==> config.mk <==
export PLATFORM = sky130hd
export DESIGN_NAME = byterun1_row_decoder
export DESIGN_NICKNAME = d
export VERILOG_FILES = /design/src/hdl/br1_pkg.sv /design/src/hdl/br1_front.sv /design/src/hdl/br1_queue.sv /design/src/hdl/br1_back.sv /design/src/hdl/byterun1_row_decoder.sv
export SDC_FILE = /design/constraint.sdc
export NUM_CORES = 1
export LEC_CHECK = 0
export ABC_CLOCK_PERIOD_IN_PS = 18100
export BUFFER_PORTS_ARGS = -buffer_cell sky130_fd_sc_hd__buf_2
export CAP_MARGIN = 20
export CORE_MARGIN = 10
export CORE_UTILIZATION = 60
export DETAILED_ROUTE_END_ITERATION = 6
export GPL_TIMING_DRIVEN = 0
export PLACE_DENSITY = 0.81
export SETUP_SLACK_MARGIN = 0.5
export SLEW_MARGIN = 15
export SYNTH_ARGS = -nofsm -noshare
export SYNTH_HDL_FRONTEND = slang
export SYNTH_HIERARCHICAL = 1
export SYNTH_SLANG_ARGS = --single-unit
==> constraint.sdc <==
create_clock -name i_clk -period 18.1 [get_ports i_clk]
set_input_delay 1.81 -clock i_clk [delete_from_list [all_inputs] [get_ports i_clk]]
set_output_delay 1.81 -clock i_clk [all_outputs]
set_load 0.02 [all_outputs]
==> src/hdl/br1_pkg.sv <==
// Shared types and constants for the byte-run-1 row decoder.
// No dependencies; every other file of the block imports this package.
package br1_pkg;

    // Default sizing, handed to the top-level parameters
    localparam int MAX_PLANES_DEF    = 8;
    localparam int MAX_ROW_BYTES_DEF = 65536;

    // Entries in the queue between the parser and the line tracker
    localparam int QUEUE_DEPTH = 4;

    // Configuration port geometry
    localparam int ADDR_W = 4;
    localparam int DATA_W = 32;

    // Register indexes (byte address is 4 * index)
    typedef enum logic [1:0] {
        REG_COMPRESSED  = 2'd0,
        REG_ROW_BYTES   = 2'd1,
        REG_ROW_COUNT   = 2'd2,
        REG_PLANE_COUNT = 2'd3
    } t_reg_idx;

    // Register reset values
    localparam logic        RST_COMPRESSED  = 1'b0;
    localparam logic [16:0] RST_ROW_BYTES   = 17'd2;
    localparam logic [15:0] RST_ROW_COUNT   = 16'd1;
    localparam logic [3:0]  RST_PLANE_COUNT = 4'd1;

    // Control byte that does nothing
    localparam logic [7:0] CTRL_NOP = 8'd128;

    // Configuration as seen by the datapath
    typedef struct packed {
        logic        compressed;
        logic [16:0] row_bytes;
        logic [15:0] row_count;
        logic [3:0]  plane_count;
    } t_cfg;

    // One decoded run, passed from the parser to the line tracker
    typedef struct packed {
        logic [7:0] pixel_byte;
        logic [7:0] repeat_count;
        logic       overrun;
        logic       line_end;
    } t_item;

endpackage

==> src/hdl/br1_front.sv <==
// Byte parser: classifies body bytes (control, literal, repeat, skip) and
// tracks the fill of the current scan line. Depends on br1_pkg.
module br1_front #(
    parameter int MAX_ROW_BYTES = 65536
) (
    input  logic           i_clk,
    input  logic           i_rst_n,
    input  logic           i_restart,
    input  br1_pkg::t_cfg  i_cfg,
    input  logic           i_accept,
    input  logic [7:0]     i_body_byte,
    output logic           o_item_valid,
    output br1_pkg::t_item o_item
);
    import br1_pkg::*;

    localparam int LW = $clog2(MAX_ROW_BYTES + 1);
    localparam int CW = (LW > 8) ? LW : 8;

    typedef enum logic [1:0] {
        PH_CTRL,
        PH_LIT,
        PH_REP,
        PH_SKIP
    } t_phase;

    t_phase          r_phase, n_phase;
    logic [7:0]      r_run, n_run;
    logic [LW-1:0]   r_used, n_used;

    logic [LW-1:0]   w_eff;
    logic [LW-1:0]   w_left;
    logic            w_emit;
    logic            w_over;
    logic            w_skip;
    logic            w_lend;
    logic [7:0]      w_count;

    // Clamp the configured line length
    always_comb begin
        if (i_cfg.row_bytes == 17'd0) begin
            w_eff = LW'(1);
        end else if (i_cfg.row_bytes > 17'(MAX_ROW_BYTES)) begin
            w_eff = LW'(MAX_ROW_BYTES);
        end else begin
            w_eff = LW'(i_cfg.row_bytes);
        end
    end

    assign w_left = w_eff - r_used;

    // Classify the byte and work out the next parser state
    always_comb begin
        n_phase = r_phase;
        n_run   = r_run;
        n_used  = r_used;
        w_emit  = 1'b0;
        w_over  = 1'b0;
        w_skip  = 1'b0;
        w_count = 8'd1;
        if (!i_cfg.compressed) begin
            w_emit = 1'b1;
        end else begin
            case (r_phase)
                PH_CTRL: begin
                    if (!i_body_byte[7]) begin
                        n_run   = i_body_byte + 8'd1;
                        n_phase = PH_LIT;
                    end else if (i_body_byte != CTRL_NOP) begin
                        n_run   = 8'(9'd257 - {1'b0, i_body_byte});
                        n_phase = PH_REP;
                    end
                end
                PH_LIT: begin
                    w_emit  = 1'b1;
                    w_over  = (w_left == LW'(1)) && (r_run > 8'd1);
                    w_skip  = w_over;
                    n_run   = r_run - 8'd1;
                    n_phase = (r_run == 8'd1) ? PH_CTRL : PH_LIT;
                end
                PH_REP: begin
                    w_emit  = 1'b1;
                    w_over  = CW'(r_run) > CW'(w_left);
                    w_count = w_over ? 8'(w_left) : r_run;
                    n_run   = 8'd0;
                    n_phase = PH_CTRL;
                end
                PH_SKIP: begin
                    if (r_run != 8'd0) begin
                        n_run = r_run - 8'd1;
                    end
                    n_phase = (r_run <= 8'd1) ? PH_CTRL : PH_SKIP;
                end
                default: begin
                    n_phase = PH_CTRL;
                end
            endcase
        end

        // Advance line; next line starts at control byte or literal skip
        w_lend = w_emit && (CW'(w_count) == CW'(w_left));
        if (w_emit) begin
            if (w_lend) begin
                n_used  = '0;
                n_run   = 8'd0;
                n_phase = w_skip ? PH_SKIP : PH_CTRL;
            end else begin
                n_used = r_used + LW'(w_count);
            end
        end
    end

    // Hand the run to the queue
    assign o_item_valid        = i_accept && w_emit;
    assign o_item.pixel_byte   = i_body_byte;
    assign o_item.repeat_count = w_count;
    assign o_item.overrun      = w_over;
    assign o_item.line_end     = w_lend;

    // Parser state
    always_ff @(posedge i_clk) begin
        if (!i_rst_n || i_restart) begin
            r_phase <= PH_CTRL;
            r_run   <= 8'd0;
            r_used  <= '0;
        end else if (i_accept) begin
            r_phase <= n_phase;
            r_run   <= n_run;
            r_used  <= n_used;
        end
    end

endmodule

==> src/hdl/br1_queue.sv <==
// Short queue of decoded runs between the parser and the line tracker.
// Depends on br1_pkg for the run type and depth.
module br1_queue (
    input  logic           i_clk,
    input  logic           i_rst_n,
    input  logic           i_flush,
    input  logic           i_wr,
    input  br1_pkg::t_item i_data,
    output logic           o_full,
    output logic           o_empty,
    input  logic           i_rd,
    output br1_pkg::t_item o_data
);
    import br1_pkg::*;

    localparam int PW = (QUEUE_DEPTH > 1) ? $clog2(QUEUE_DEPTH) : 1;
    localparam int NW = $clog2(QUEUE_DEPTH + 1);

    t_item          r_mem [QUEUE_DEPTH];
    logic [PW-1:0]  r_wr_ptr;
    logic [PW-1:0]  r_rd_ptr;
    logic [NW-1:0]  r_count;
    logic           w_wr;
    logic           w_rd;

    assign o_full  = (r_count == NW'(QUEUE_DEPTH));
    assign o_empty = (r_count == '0);
    assign w_wr    = i_wr && !o_full;
    assign w_rd    = i_rd && !o_empty;
    assign o_data  = r_mem[r_rd_ptr];

    // Store incoming runs
    always_ff @(posedge i_clk) begin
        if (w_wr) begin
            r_mem[r_wr_ptr] <= i_data;
        end
    end

    // Advance pointers and occupancy
    always_ff @(posedge i_clk) begin
        if (!i_rst_n || i_flush) begin
            r_wr_ptr <= '0;
            r_rd_ptr <= '0;
            r_count  <= '0;
        end else begin
            if (w_wr) begin
                r_wr_ptr <= (r_wr_ptr == PW'(QUEUE_DEPTH - 1)) ? '0 : r_wr_ptr + PW'(1);
            end
            if (w_rd) begin
                r_rd_ptr <= (r_rd_ptr == PW'(QUEUE_DEPTH - 1)) ? '0 : r_rd_ptr + PW'(1);
            end
            if (w_wr && !w_rd) begin
                r_count <= r_count + NW'(1);
            end else if (w_rd && !w_wr) begin
                r_count <= r_count - NW'(1);
            end
        end
    end

endmodule

==> src/hdl/br1_back.sv <==
// Line tracker: tags runs with row and plane, flags image end, drops runs
// after the image is complete, and holds the result register. Uses br1_pkg.
module br1_back #(
    parameter int MAX_PLANES = 8
) (
    input  logic           i_clk,
    input  logic           i_rst_n,
    input  logic           i_restart,
    input  br1_pkg::t_cfg  i_cfg,
    input  logic           i_q_empty,
    input  br1_pkg::t_item i_q_data,
    output logic           o_q_rd,
    input  logic           i_pop,
    output logic           o_empty,
    output logic [7:0]     o_pixel_byte,
    output logic [7:0]     o_repeat_count,
    output logic [15:0]    o_row_index,
    output logic [2:0]     o_plane_index,
    output logic           o_line_end,
    output logic           o_image_end,
    output logic           o_overrun
);
    import br1_pkg::*;

    logic          r_out_valid;
    logic          r_finished;
    logic [2:0]    r_plane;
    logic [15:0]   r_row;

    logic [3:0]    w_eff_planes;
    logic [15:0]   w_eff_rows;
    logic [3:0]    w_plane_inc;
    logic [16:0]   w_row_inc;
    logic          w_plane_wrap;
    logic          w_row_done;
    logic          w_take;
    logic          w_load;
    logic          w_img_end;

    // Clamp plane and row counts
    always_comb begin
        if (i_cfg.plane_count == 4'd0) begin
            w_eff_planes = 4'd1;
        end else if (i_cfg.plane_count > 4'(MAX_PLANES)) begin
            w_eff_planes = 4'(MAX_PLANES);
        end else begin
            w_eff_planes = i_cfg.plane_count;
        end
    end

    assign w_eff_rows   = (i_cfg.row_count == 16'd0) ? 16'd1 : i_cfg.row_count;
    assign w_plane_inc  = {1'b0, r_plane} + 4'd1;
    assign w_row_inc    = {1'b0, r_row} + 17'd1;
    assign w_plane_wrap = w_plane_inc >= w_eff_planes;
    assign w_row_done   = w_row_inc >= {1'b0, w_eff_rows};
    assign w_img_end    = i_q_data.line_end && w_plane_wrap && w_row_done;

    // Take the head run when the result slot frees up, or drop it once done
    assign w_take = !i_q_empty && (r_finished || !r_out_valid || i_pop);
    assign w_load = w_take && !r_finished;
    assign o_q_rd = w_take;
    assign o_empty = !r_out_valid;

    // Line position and result valid
    always_ff @(posedge i_clk) begin
        if (!i_rst_n || i_restart) begin
            r_out_valid <= 1'b0;
            r_finished  <= 1'b0;
            r_plane     <= 3'd0;
            r_row       <= 16'd0;
        end else begin
            if (w_load) begin
                r_out_valid <= 1'b1;
            end else if (i_pop) begin
                r_out_valid <= 1'b0;
            end
            if (w_load && i_q_data.line_end) begin
                if (w_plane_wrap) begin
                    r_plane <= 3'd0;
                    r_row   <= 16'(w_row_inc);
                    if (w_row_done) begin
                        r_finished <= 1'b1;
                    end
                end else begin
                    r_plane <= 3'(w_plane_inc);
                end
            end
        end
    end

    // Result payload
    always_ff @(posedge i_clk) begin
        if (w_load) begin
            o_pixel_byte   <= i_q_data.pixel_byte;
            o_repeat_count <= i_q_data.repeat_count;
            o_row_index    <= r_row;
            o_plane_index  <= r_plane;
            o_line_end     <= i_q_data.line_end;
            o_image_end    <= w_img_end;
            o_overrun      <= i_q_data.overrun;
        end
    end

endmodule

==> src/hdl/byterun1_row_decoder.sv <==
// Top level of the byte-run-1 row decoder: register file, parser, run queue
// and line tracker. Depends on br1_pkg, br1_front, br1_queue, br1_back.
//
//   channel   handshake             payload
//   -------   -------------------   --------------------------------------------
//   input     push / full           i_body_byte
//   result    empty / pop           o_pixel_byte o_repeat_count o_row_index
//                                   o_plane_index o_line_end o_image_end o_overrun
//   config    psel penable pwrite   paddr pwdata prdata (pready tied high)
//
// One body byte is taken per cycle while push is high and full low; control bytes
// and skipped literals give no result. Runs go via the run queue to the result
// register. full rises only when the four-entry run queue is full; empty stays
// low until the result register is popped. Reset is synchronous: parser at a
// control byte, line 0, plane 0. A register write restarts decoding the same way.
module byterun1_row_decoder #(
    parameter int MAX_PLANES    = br1_pkg::MAX_PLANES_DEF,
    parameter int MAX_ROW_BYTES = br1_pkg::MAX_ROW_BYTES_DEF
) (
    input  logic                       i_clk,
    input  logic                       i_rst_n,
    input  logic                       push,
    output logic                       full,
    input  logic [7:0]                 i_body_byte,
    output logic                       empty,
    input  logic                       pop,
    output logic [7:0]                 o_pixel_byte,
    output logic [7:0]                 o_repeat_count,
    output logic [15:0]                o_row_index,
    output logic [2:0]                 o_plane_index,
    output logic                       o_line_end,
    output logic                       o_image_end,
    output logic                       o_overrun,
    input  logic                       psel,
    input  logic                       penable,
    input  logic                       pwrite,
    input  logic [br1_pkg::ADDR_W-1:0] paddr,
    input  logic [br1_pkg::DATA_W-1:0] pwdata,
    output logic [br1_pkg::DATA_W-1:0] prdata,
    output logic                       pready
);
    import br1_pkg::*;

    t_cfg     r_cfg;
    t_reg_idx w_idx;
    logic     w_cfg_wr;
    logic     w_accept;
    logic     w_item_valid;
    t_item    w_item;
    logic     w_q_empty;
    logic     w_q_rd;
    t_item    w_q_data;

    assign pready   = 1'b1;
    assign w_idx    = t_reg_idx'(paddr[3:2]);
    assign w_cfg_wr = psel && penable && pwrite && pready;
    assign w_accept = push && !full;

    // Register writes
    always_ff @(posedge i_clk) begin
        if (!i_rst_n) begin
            r_cfg.compressed  <= RST_COMPRESSED;
            r_cfg.row_bytes   <= RST_ROW_BYTES;
            r_cfg.row_count   <= RST_ROW_COUNT;
            r_cfg.plane_count <= RST_PLANE_COUNT;
        end else if (w_cfg_wr) begin
            case (w_idx)
                REG_COMPRESSED:  r_cfg.compressed  <= pwdata[0];
                REG_ROW_BYTES:   r_cfg.row_bytes   <= pwdata[16:0];
                REG_ROW_COUNT:   r_cfg.row_count   <= pwdata[15:0];
                REG_PLANE_COUNT: r_cfg.plane_count <= pwdata[3:0];
                default: ;
            endcase
        end
    end

    // Register reads
    always_comb begin
        case (w_idx)
            REG_COMPRESSED:  prdata = DATA_W'(r_cfg.compressed);
            REG_ROW_BYTES:   prdata = DATA_W'(r_cfg.row_bytes);
            REG_ROW_COUNT:   prdata = DATA_W'(r_cfg.row_count);
            REG_PLANE_COUNT: prdata = DATA_W'(r_cfg.plane_count);
            default:         prdata = '0;
        endcase
    end

    br1_front #(
        .MAX_ROW_BYTES (MAX_ROW_BYTES)
    ) u_front (
        .i_clk        (i_clk),
        .i_rst_n      (i_rst_n),
        .i_restart    (w_cfg_wr),
        .i_cfg        (r_cfg),
        .i_accept     (w_accept),
        .i_body_byte  (i_body_byte),
        .o_item_valid (w_item_valid),
        .o_item       (w_item)
    );

    br1_queue u_queue (
        .i_clk   (i_clk),
        .i_rst_n (i_rst_n),
        .i_flush (w_cfg_wr),
        .i_wr    (w_item_valid),
        .i_data  (w_item),
        .o_full  (full),
        .o_empty (w_q_empty),
        .i_rd    (w_q_rd),
        .o_data  (w_q_data)
    );

    br1_back #(
        .MAX_PLANES (MAX_PLANES)
    ) u_back (
        .i_clk          (i_clk),
        .i_rst_n        (i_rst_n),
        .i_restart      (w_cfg_wr),
        .i_cfg          (r_cfg),
        .i_q_empty      (w_q_empty),
        .i_q_data       (w_q_data),
        .o_q_rd         (w_q_rd),
        .i_pop          (pop),
        .o_empty        (empty),
        .o_pixel_byte   (o_pixel_byte),
        .o_repeat_count (o_repeat_count),
        .o_row_index    (o_row_index),
        .o_plane_index  (o_plane_index),
        .o_line_end     (o_line_end),
        .o_image_end    (o_image_end),
        .o_overrun      (o_overrun)
    );

endmodule
# Word-level counts from Yosys, hierarchy flattened
# Memories as Yosys holds them, arrays and structs flattened. A register that Yosys moved wholly into a read port is not among the register bits.
# Cells that the tools add are included.
[totals] reg_bits=131 ram_bits=72 inputBits=51 out_inout_bits=73 elab_cells=138 n_memories=1
[classes] addsub=11 magnitude_cmp=7 n_eq_ne=13 mux=43 n_reduce_logical=42
[memory_table] memory="u_queue.r_mem" words=4 width=18 read_ports=1 rd_ports_with_merged_regs=1 write_ports=1 line="br1_queue.sv:19" source="t_item r_mem [QUEUE_DEPTH];"
[ops] cell="32-bit case mux with 4 select lines" count=1
[ops] cell="8-bit 2-to-1 mux" count=9
[ops] cell="17-bit 2-to-1 mux" count=3
[ops] cell="8-bit case mux with 4 select lines" count=1
[ops] cell="2-bit 2-to-1 mux" count=11
[ops] cell="16-bit by 1-bit adder with 17-bit output, second input constant" count=1
[ops] cell="17-bit by 8-bit adder with 17-bit output" count=1
[ops] cell="17-bit by 1-bit equality test with 1-bit output, second input constant" count=1
[ops] cell="8-bit by 17-bit equality test with 1-bit output" count=1
[ops] cell="17-bit by 16-bit >= comparator with 1-bit output" count=1
[ops] cell="17-bit greater-than comparator, second input constant" count=1
[ops] cell="8-bit by 17-bit greater-than comparator with 1-bit output" count=1
[ops] cell="17-bit logical NOT" count=1
[ops] cell="17-bit subtractor" count=1
[ops] cell="16-bit logical NOT" count=1
[ops] cell="16-bit 2-to-1 mux" count=1
[ops] cell="1-bit logical AND" count=15
[ops] cell="2-bit equality test, second input constant" count=6
[ops] cell="2-bit AND reduction" count=6
[ops] cell="1-bit 2-to-1 mux" count=10
[ops] cell="3-bit 2-to-1 mux" count=3
[ops] cell="8-bit by 1-bit adder with 8-bit output, second input constant" count=1
[ops] cell="8-bit by 1-bit equality test with 1-bit output, second input constant" count=1
[ops] cell="8-bit by 1-bit greater-than comparator with 1-bit output, second input constant" count=1
[ops] cell="24 further kinds" count=37

# Logic depth before layout (Yosys ltp)
[logic_depth] depth_word=12 depth_mapped=31 ltp_nobuf=29

# By module
# Netlist, hierarchy kept.
[modules_own_cells] module="br1_front" n_inst=1 cells_each=567 area_each_um2=4011.3 seq_area_each_um2=540.5
[modules_own_cells] module="br1_queue" n_inst=1 cells_each=144 area_each_um2=3069.2 seq_area_each_um2=2342.2
[modules_own_cells] module="br1_back" n_inst=1 cells_each=268 area_each_um2=3010.4 seq_area_each_um2=1561.5
[modules_own_cells] module="byterun1_row_decoder" n_inst=1 cells_each=197 area_each_um2=1849.3 seq_area_each_um2=760.7

# Worst setup path after synthesis
# OpenSTA, ideal clock, no wires.
[synth_path] path_kind="reg2reg" startpoint="register r_cfg[20] (netlist name)" endpoint="register u_front.r_used[16]" setup_time_ns=0.122 t_arrival_ns=5.744 required_time_ns=17.978 slack_ns=12.234 path_stages_with_launch=32 n_path_buf=2 synth_period_minus_slack_ns=5.866 path_cell_list="dfxtp_1 nor4_1 nand4_1 and2_1 clkbuf_1 nor2b_1 ha_1 nand2b_1 a211oi_2 o211a_1 o21a_1 nor2_1 inv_1 ha_1 a211oi_1 o211ai_1 o211ai_1 nand3b_1 buf_2 mux2i_1 nand2_1 ha_1 fa_1 a21o_1 a21oi_1 o21bai_1 a21oi_1 o21bai_1 a21oi_1 nor2_1 xnor2_1 nor2_1"
[synth_rtl] item="start: declaration" line="byterun1_row_decoder.sv:44" source="t_cfg r_cfg;"
[synth_rtl] item="end signal: assignment" line="br1_front.sv:129" source="r_used <= n_used;"
[synth_rtl] item="end: declaration" line="br1_front.sv:29" source="logic [LW-1:0] r_used, n_used;"

==> impl_metrics.csv <==
group,metric,value,unit
outcome,outcome,"finished, final reports clean",
timing,hold_viol_final,0,
setup_path,end_kind,"flop",
timing,setup_viol,0,
timing,skew,12.2,ps
timing,fin_tns_setup,0,ps
timing,post-route-period-util,40.7,%
floorplanning,core_area,19500,µm²
setup_path,cp_data_arrival_time,7740,ps
cts,post_cts_buffers,0,
synth,synth-simple-area-share,16.8,%
timing,rsz0062_at_grt,"no",
floorplanning,ioPinCount,124,
drt,num_vias,9249,
placed_design,globalplace.congestion,0.931,
global_routing,overflow,0,
timing,slew_viol_final,0,
drt,route.detailed.drc,0,
finish,num_antenna_cells,0,
cts,cts_tree,"done",
setup_path,rrSetupSlack,10740,ps
setup_path,cp_slowest_cell,"a211oi_1",
synth,synth_compound_area_share,13.0,%
setup_path,critPathRequiredTime,18470,ps
global_routing,grt_usage,21.1,%
power_and_ir_drop,powerDensity,109,nW/µm²
power_and_ir_drop,power.leakage,5.44,nW
hold_path,hold_class,"reg -> reg",
synth,netlist_instances,1176,
hold_path,holdPathStages,2,
cts,hold_buffers,0,
synth,synth_ff_type,"edfxtp_1",
cts,cts_resized,0,
drt,firstDrtPassIters,5,
setup_path,cpPeakStageDelay,750,ps
synth,synth_area,11900,µm²
floorplanning,die_w,161,µm
drt,routedWlPerCell,18.0,µm
finish,nets,1429,
setup_path,crit_type,"reg -> reg",
finish,area_growth,13.4,%
global_routing,grt_antenna_before_repair,0,
finish,fillers,1479,
floorplanning,dieArea,25900,µm²
run,cap_violations,0,
synth,synth_top_family_by_area,"simple AND/OR/NAND/NOR gates",
drt,drtAntennaViolNets,0,
global_routing,grt_max_degree,19,
setup_path,r2r-start,"r_cfg[32]$_SDFFE_PN0P_",
synth,ys_seq_area_share,43.6,%
finish,post-route-util,69.3,%
cts,path_clk_slew,60,ps
synth,syn_area_per_cell,10.2,µm²
setup_path,r2r_end,"u_front/r_used[16]$_SDFFE_PP0P_",
synth,synth_warnings,6,
cts,cts_root_buffer,"clkbuf_16",
cts,cts_buffers,22,
synth,yosys-mux-area-fraction,8.24,%
floorplanning,die_h,161,µm
finish,final_cells,1586,
finish,drive_gt1_share,17.8,%
cts,clock_latency,500,ps
synth,synth_edf_count,110,
synth,async_flop_share,0,%
cts,cts.sinks,205,
placed_design,portBuffers,87,
placed_design,dp_cells,1546,
synth,ys_types,94,
cts,htree_levels,1,
synth,synth_xor_area_share,4.24,%
floorplanning,rows,51,
drt,drt-initial-drc-count,762,
synth,synth_fa_ha_area_share,7.84,%
setup_path,ff2ff_path_depth,27,
timing,relSlewSlack,39.9,%
synth,ys_ff_latch,205,
global_routing,grt_pass1_vias,8896,
cts,clockBufferDepth,3,
timing,worst_pin_slew,896,ps
setup_path,critPathMaxFanout,9,
floorplanning,initial_utilization,61.1,%
timing,period_needed,7360,ps
placed_design,dp_hpwl,21000,µm
drt,viasPerCell,5.83,
global_routing,grt_pass1_wl,46000,µm
power_and_ir_drop,ir_drop,0.0543,mV
drt,drt-total-wl,28600,µm
hold_path,whs_endpoint,"r_cfg[36]$_SDFFE_PN0P_",
hold_path,min_from,"r_cfg[36]$_SDFFE_PN0P_",
setup_path,critPathLaunchType,"flop",
timing,clock.fmax,136,MHz
state kept, by name, indices dropped and copies added (netlist names), named ones only:
register / count
u_front/r_used: 17
u_queue/r_rd_ptr: 2
u_queue/r_wr_ptr: 2
r_cfg: 38
u_back/o_line_end: 1
u_front/r_phase: 2
u_back/o_image_end: 1
u_back/o_row_index: 16
u_back/r_out_valid: 1
u_queue/r_count: 3
u_back/o_overrun: 1
u_back/r_finished: 1
u_back/o_plane_index: 3
u_back/r_plane: 3
u_back/r_row: 16
u_back/o_pixel_byte: 8
u_front/r_run: 8
u_back/o_repeat_count: 8
u_queue/r_mem: 72
how the worst max path moves through the flow:
stage | startpoint | end | slack, ps | cells after the start
2_1_floorplan | r_cfg[20]$_SDFFE_PN0P_ | u_front/r_used[16]$_SDFFE_PP0P_ | 12230 | 31
3_3_place_gp | r_cfg[32]$_SDFFE_PN0P_ | u_front/r_used[16]$_SDFFE_PP0P_ | 11010 | 27
3_5_place_dp | r_cfg[32]$_SDFFE_PN0P_ | u_front/r_used[16]$_SDFFE_PP0P_ | 10870 | 27
4_1_cts | r_cfg[31]$_SDFFE_PN0P_ | u_front/r_used[16]$_SDFFE_PP0P_ | 10860 | 30
5_1_grt | r_cfg[23]$_SDFFE_PN0P_ | u_front/r_used[12]$_SDFFE_PP0P_ | 10230 | 30
6_report | r_cfg[32]$_SDFFE_PN0P_ | u_front/r_used[16]$_SDFFE_PP0P_ | 10740 | 27
cell families (layout without fill, tap and decap cells):
logic type	after synthesis	in the layout
simple gates	393	393
flops	205	205
mux	74	74
buf+inv	148	279
fa+ha+maj	73	73
xor+xnor	57	57
other cells	2	16
compound gates	224	224
Yosys cell counts (16+ instances only):
cell,count,area share (%)
a21oi_1,66,2.8
nor4_1,16,0.84
nand3_1,29,1.2
inv_1,67,2.1
xnor2_1,40,2.9
buf_4,30,1.9
mux4_2,19,3.6
nor2_1,89,2.8
a22o_1,20,1.5
clkbuf_1,29,0.91
edfxtp_1,110,28
xor2_1,16,1.2
ha_1,70,7.3
mux2i_1,51,4.3
o21ai_0,32,1.3
nor2b_1,26,1.4
dfxtp_1,95,16
nor3_1,16,0.67
nand2_1,128,4.0
power breakdown:
group	switching (mW)	leakage [nW]	internal [mW]	total, mW
registers	0.0249	1.82	0.586	0.610
clock network	0.182	0.360	0.275	0.457
logic	0.262	3.26	0.148	0.409
stage by stage:
stage          setup slack [ps]  area (µm²)  power (mW)  hold WS, ps
2_1_floorplan             12230       12000       0.906          440
3_3_place_gp              11010       12800        1.01          476
3_5_place_dp              10870       12800        1.03          486
4_1_cts                   10860       13500        1.49          497
5_1_grt                   10230       13500        1.54          528
6_report                  10740       13500        1.48          495
placed cells by master, fill, tap and decap left out, types with 12 or more instances in the layout:
| master | instances |
|---|---|
| dfxtp_1 | 95 |
| inv_1 | 67 |
| nand2_1 | 128 |
| and3_1 | 13 |
| o21ai_0 | 32 |
| xnor2_1 | 40 |
| a21oi_1 | 66 |
| nor2_1 | 89 |
| and2_1 | 12 |
| edfxtp_1 | 110 |
| a21o_1 | 13 |
| mux4_2 | 19 |
| a22o_1 | 20 |
| nor3_1 | 15 |
| xor2_1 | 16 |
| buf_4 | 34 |
| ha_1 | 70 |
| nor4_1 | 16 |
| nand3_1 | 29 |
| nor2b_1 | 26 |
| buf_2 | 96 |
| mux2i_1 | 51 |
| clkbuf_1 | 33 |
| clkbuf_16 | 23 |
| conb_1 | 16 |
final cells by class:
class	count	area, µm²	area share (%)
Buffer	81	495	3.66
Clock buffer	30	632	4.67
Sequential cell	205	5200	38.4
Multi-Input combinational cell	837	6050	44.6
Timing Repair Buffer	91	465	3.44
Tap cell	265	332	2.45
Clock inverter	10	114	0.841
Inverter	67	251	1.86
per-layer routing:
metal | vias to the layer above | part of all wire [%] | global-route usage (%)
met4 | 0 | 2.5 | 6.41
met3 | 59 | 7.1 | 3.61
met2 | 342 | 48 | 35.2
met1 | 4371 | 42 | 27.5
met5 | - | 0 | 0
li1 | 4477 | - | -
worst max-delay path, delay by kind of cell, from the launching register on:
kind,cells,cell delay [ps]
adder cells (fa/ha/maj),3,1200
AND/OR/NAND/NOR,8,950
buffers and inverters,2,570
flip-flops,1,460
XOR/XNOR,2,590
AO/OA/AOI/OAI,12,3450
No activity file was read; power rests on OpenSTA's default activity.
